File: src/hw/rtl/fctm_pkg.sv
// ----------------------------------------------------------------------------
// FAT16 cluster table manager package
// Command and status codes, table constants and shared types.
// ----------------------------------------------------------------------------
`default_nettype none

package fctm_pkg;

  // Cluster indexes are compared against the table bound in this width; it
  // covers a 16-bit cluster number and a table of up to 65536 entries.
  localparam int IDX_W = 17;

  localparam logic [15:0] FIRST_DATA_CLUSTER = 16'h0002;
  localparam logic [15:0] RESERVED_LIMIT     = 16'hFFF8;
  localparam logic [15:0] END_MARK           = 16'hFFFF;

  // Configuration register indexes.
  localparam logic [2:0] CFG_FAT_START   = 3'd0;
  localparam logic [2:0] CFG_TABLE_SECT  = 3'd1;
  localparam logic [2:0] CFG_FAT_COPIES  = 3'd2;
  localparam logic [2:0] CFG_SECT_PER_CL = 3'd3;
  localparam logic [2:0] CFG_ENTRIES     = 3'd4;

  typedef enum logic [2:0] {
    CMD_LOAD   = 3'd0,
    CMD_NEXT   = 3'd1,
    CMD_ALLOC  = 3'd2,
    CMD_FREE   = 3'd3,
    CMD_SECTOR = 3'd4
  } cmd_t;

  typedef enum logic [1:0] {
    ST_OK      = 2'd0,
    ST_INVALID = 2'd1,
    ST_FULL    = 2'd2,
    ST_LOOP    = 2'd3
  } status_t;

  // Disk geometry handed to the sector unit.
  typedef struct packed {
    logic [31:0] fat_base_sector;
    logic [15:0] fat_table_sectors;
    logic [2:0]  fat_copies;
    logic [7:0]  sectors_per_cluster;
  } sector_cfg_t;

  function automatic logic is_valid(input logic [15:0] c);
    return (c >= FIRST_DATA_CLUSTER) && (c < RESERVED_LIMIT);
  endfunction

endpackage

`default_nettype wire

File: src/hw/rtl/fctm_sector.sv
// ----------------------------------------------------------------------------
// First sector unit
// Computes the first data sector of a cluster in two register stages:
// products first, then the sum.
// ----------------------------------------------------------------------------
`default_nettype none

module fctm_sector
  import fctm_pkg::*;
(
  input  wire logic        clk,
  input  wire logic        rst,
  input  wire logic        start,
  input  wire sector_cfg_t geo,
  input  wire logic [15:0] cluster,
  output logic             done,
  output logic      [31:0] sector
);

  logic [18:0] fat_area;
  logic [23:0] data_offs;
  logic [31:0] base;
  logic        prod_vld;

  always_ff @(posedge clk) begin
    if (rst) begin
      prod_vld <= 1'b0;
      done     <= 1'b0;
    end else begin
      prod_vld <= start;
      done     <= prod_vld;
    end
    fat_area  <= 19'(geo.fat_table_sectors * geo.fat_copies);
    data_offs <= 24'((cluster - FIRST_DATA_CLUSTER) * geo.sectors_per_cluster);
    base      <= geo.fat_base_sector;
    sector    <= base + 32'(fat_area) + 32'(data_offs);
  end

endmodule

`default_nettype wire

File: config.mk
export PLATFORM = sky130hd
export DESIGN_NAME = fctm_sector
export DESIGN_NICKNAME = d
export VERILOG_FILES = /design/src/hw/rtl/fctm_pkg.sv /design/src/hw/rtl/fctm_sector.sv
export SDC_FILE = /design/constraint.sdc
export NUM_CORES = 1
export LEC_CHECK = 0
export ABC_AREA = 1
export BUFFER_PORTS_ARGS = -buffer_cell sky130_fd_sc_hd__buf_2
export CORE_AREA = 5 5 158 160
export CTS_CLUSTER_DIAMETER = 40
export DETAILED_ROUTE_END_ITERATION = 8
export DIE_AREA = 0 0 163 165
export PLACE_DENSITY = 0.79
export SYNTH_ARGS = -nofsm -noshare
export SYNTH_HDL_FRONTEND = slang
export SYNTH_SLANG_ARGS = --single-unit
File: constraint.sdc
create_clock -name clk -period 4.9 [get_ports clk]
set_clock_uncertainty 0.05 [all_clocks]
set_input_delay 0.49 -clock clk [delete_from_list [all_inputs] [get_ports clk]]
set_output_delay 0.49 -clock clk [all_outputs]
set_load 0.02 [all_outputs]
==> results.tsv <==
metric	value	unit
ant_nets	0	
wl	27.11	mm
drc_errors	0	
initial_core_util	49.56	%
instances_no_fill	2093	
layout_common_cells	nand2_1 (426), inv_1 (347), fa_1 (138)	
synth.top_cells.by_area	fa_1 (24%), dfxtp_1 (19%), nand2_1 (15%)	
startpoint_type	primary input	
layout_commonest_cell	nand2_1	
slew_headroom	61.52	%
worst_slew_pin_slew	0.5765	ns
htreeDepth	3	
cts.path.max_buffers	2	
use_met2	37.75	%
synth_top_area_share	23.96	%
drtIter0Drc	484	
cp_max_fo	6	
cts_tree	done	
grt_max_degree	21	
cellPowerDensity	592.6	nW/um2
die_area	26900	um2
synth_edf_count	0	
critPathKind	primary input to register	
hold_viol	0	
clkTransAtPathRegs	0.07	ns
synth_cell_types	39	
ir_drop	384.0	uV
met3_usage	2.046	%
drive_gt1_share	17.98	%
numCtsBuffers	9	
clock_latency	0.36	ns
syn_area_per_cell	7.274	um2
leakage	7.684	nW
dpl.cell_count	2070	
num_antenna_cells	0	
grt-busiest-layer	met2	
yosys_warnings	0	
grt_pass1_wl	45.46	mm
syn2layout_area_growth	18.15	%
required	5.15	ns
status	complete, no violations	
seqPwrFrac	16.5	%
ys.flop_type	dfxtp_1	
io_pins	111	
fill_cells	2118	
viasPerCell	4.841	
combPwrFrac	74.9	%
grt_remaining_overflow	0	
final-setup-viol-count	0	
cellInternalPower	0.004027	W
port_buffers	110	
track_usage	20.63	%
yosysSeqAreaShare	18.93	%
postLayoutCoreUtil	58.55	%
cts_root_buf	clkbuf_16	
hold_class	primary input to register	
cap_viol_max_count	0	
use_met1	25.65	%
hpwlAfterDp	23.40	mm
period_minus_slack	4.683	ns
syn_area	11530	um2
core.rowCount	56	
maxSlewViolCount	0	
cts.sink_count	109	
first_global_vias	10142	
max_freq	213.5	MHz
netlist_instances	1585	
first_pass_iters	5	
final_nets	2080	
vias	10132	
synthesis.nets	1896	
fin_crit_sh	95.58	%
wl_per_cell	12.95	um
synth_top_area_cell	fa_1	
p_sw_share	50.11	%
place_congestion	0.9942	
core_area	23260	um2
die_h	165	um
crit_arrival	4.93	ns
crit_path_end_kind	register	
antenna_found_initial	0	
p_sw	0.004045	W
async_flop_share	0	%
pwr-share-clk	8.6	%
cts.hold.buffers_added	0	
die_width	163	um
yosys_register_bits	109	
-- path summary, 6_finish.rpt --
check,from,to,slack (ns),depth (start not counted)
setup / recovery,cluster[2],data_offs[22],0.22,27
hold / removal,geo[49],base[22],0.18,1
setup reg to reg,data_offs[0],sector[29],2.19,15
hold reg to reg,prod_vld,done,0.38,2
-- routing by layer --
layer | wire [um] | vias to the layer above
met5 | 0 | -
met4 | 608 | 0
met3 | 1474 | 37
met2 | 13620 | 317
met1 | 11410 | 4673
li1 | - | 5105
-- Yosys cell counts (2+ instances only) --
library cell  number
nand2_1          447
inv_1            360
fa_1             138
nor2_1           135
dfxtp_1          109
ha_1              95
nand3_1           62
a21oi_1           53
xor2_1            32
nand4_1           21
o21ai_0           20
nand2_2           12
inv_2             11
clkbuf_1           9
nor3_1             8
xnor2_1            7
nand3b_1           6
nor2_2             6
a21o_1             5
and2_1             5
buf_6              5
o21bai_1           5
nand3_2            4
nor4_1             4
nor2_4             3
nor3_2             3
o21a_1             3
or2_1              3
and3_1             2
buf_4              2
clkinv_1           2
-- critical path: stages --
cell and delay, ns:
buf_2 0.10, inv_2 0.07, ha_4 0.13, inv_1 0.05
nor2_2 0.12, nand3_2 0.14, nor2_4 0.18, nand2_1 0.06
nand2_1 0.09, nand2_2 0.08, clkinv_4 0.10, nand2_2 0.07
fa_1 0.54, inv_1 0.05, fa_1 0.48, fa_1 0.57
inv_2 0.04, fa_1 0.49, inv_2 0.05, ha_4 0.28
buf_4 0.12, nand4_1 0.14, nor2_2 0.14, nand4_1 0.13
nand3_1 0.11, nand2_1 0.05, nand2_1 0.06
-- power groups by stage --
| stage | Clock [W] | Combinational, W | Sequential (W) |
|---|---|---|---|
| 2_1_floorplan | 0 | 0.00365 | 0.00147 |
| 3_3_place_gp | 0 | 0.00528 | 0.00135 |
| 3_5_place_dp | 0 | 0.00541 | 0.00136 |
| 4_1_cts | 0.000709 | 0.00544 | 0.00134 |
| 5_1_grt | 0.000752 | 0.00679 | 0.00136 |
| 6_report | 0.000694 | 0.00605 | 0.00133 |
-- layout make-up --
cell class	count	area, um2	area share [%]
Sequential cell	109	2182	16.02
Multi-Input combinational cell	1084	8160	59.91
Inverter	374	1414	10.38
Tap cell	319	399.1	2.930
Timing Repair Buffer	191	1175	8.626
Clock inverter	7	65.06	0.4777
Clock buffer	9	225.2	1.653
-- per-stage QoR --
step / setup slack [ns] / setup TNS [ns] / instance area, um2 / hold WS, ns / total power (W)
after floorplan: 0.007702 / 0 / 11530 / 0.3383 / 0.005127
after global placement: -0.1781 / -1.486 / 12930 / 0.3466 / 0.006628
after detailed placement: -0.2612 / -2.728 / 12930 / 0.3766 / 0.006764
after CTS: 0.1044 / 0 / 13220 / 0.1735 / 0.007484
after global routing: -0.04693 / -0.07891 / 13620 / 0.1747 / 0.008906
final: 0.2168 / 0 / 13620 / 0.1810 / 0.008072
-- sequential cells by signal (all words and copies together), names as in the netlist --
| register | count |
|---|---|
| base | 32 |
| sector | 32 |
| data_offs | 24 |
| fat_area | 19 |
| done | 1 |
| prod_vld | 1 |
-- logic make-up after synthesis --
| family | synth area share (%) |
|---|---|
| compound gates | 4.146 |
| buf+inv | 13.23 |
| fa+ha+maj | 34.27 |
| simple gates | 26.46 |
| xor+xnor | 2.963 |
| flops | 18.93 |
-- repair_timing --
action,CTS,global route
buffers inserted,0,7
setup endpoints to repair,0,12
resized for setup,0,88
Power figures use the tool's default switching activity.
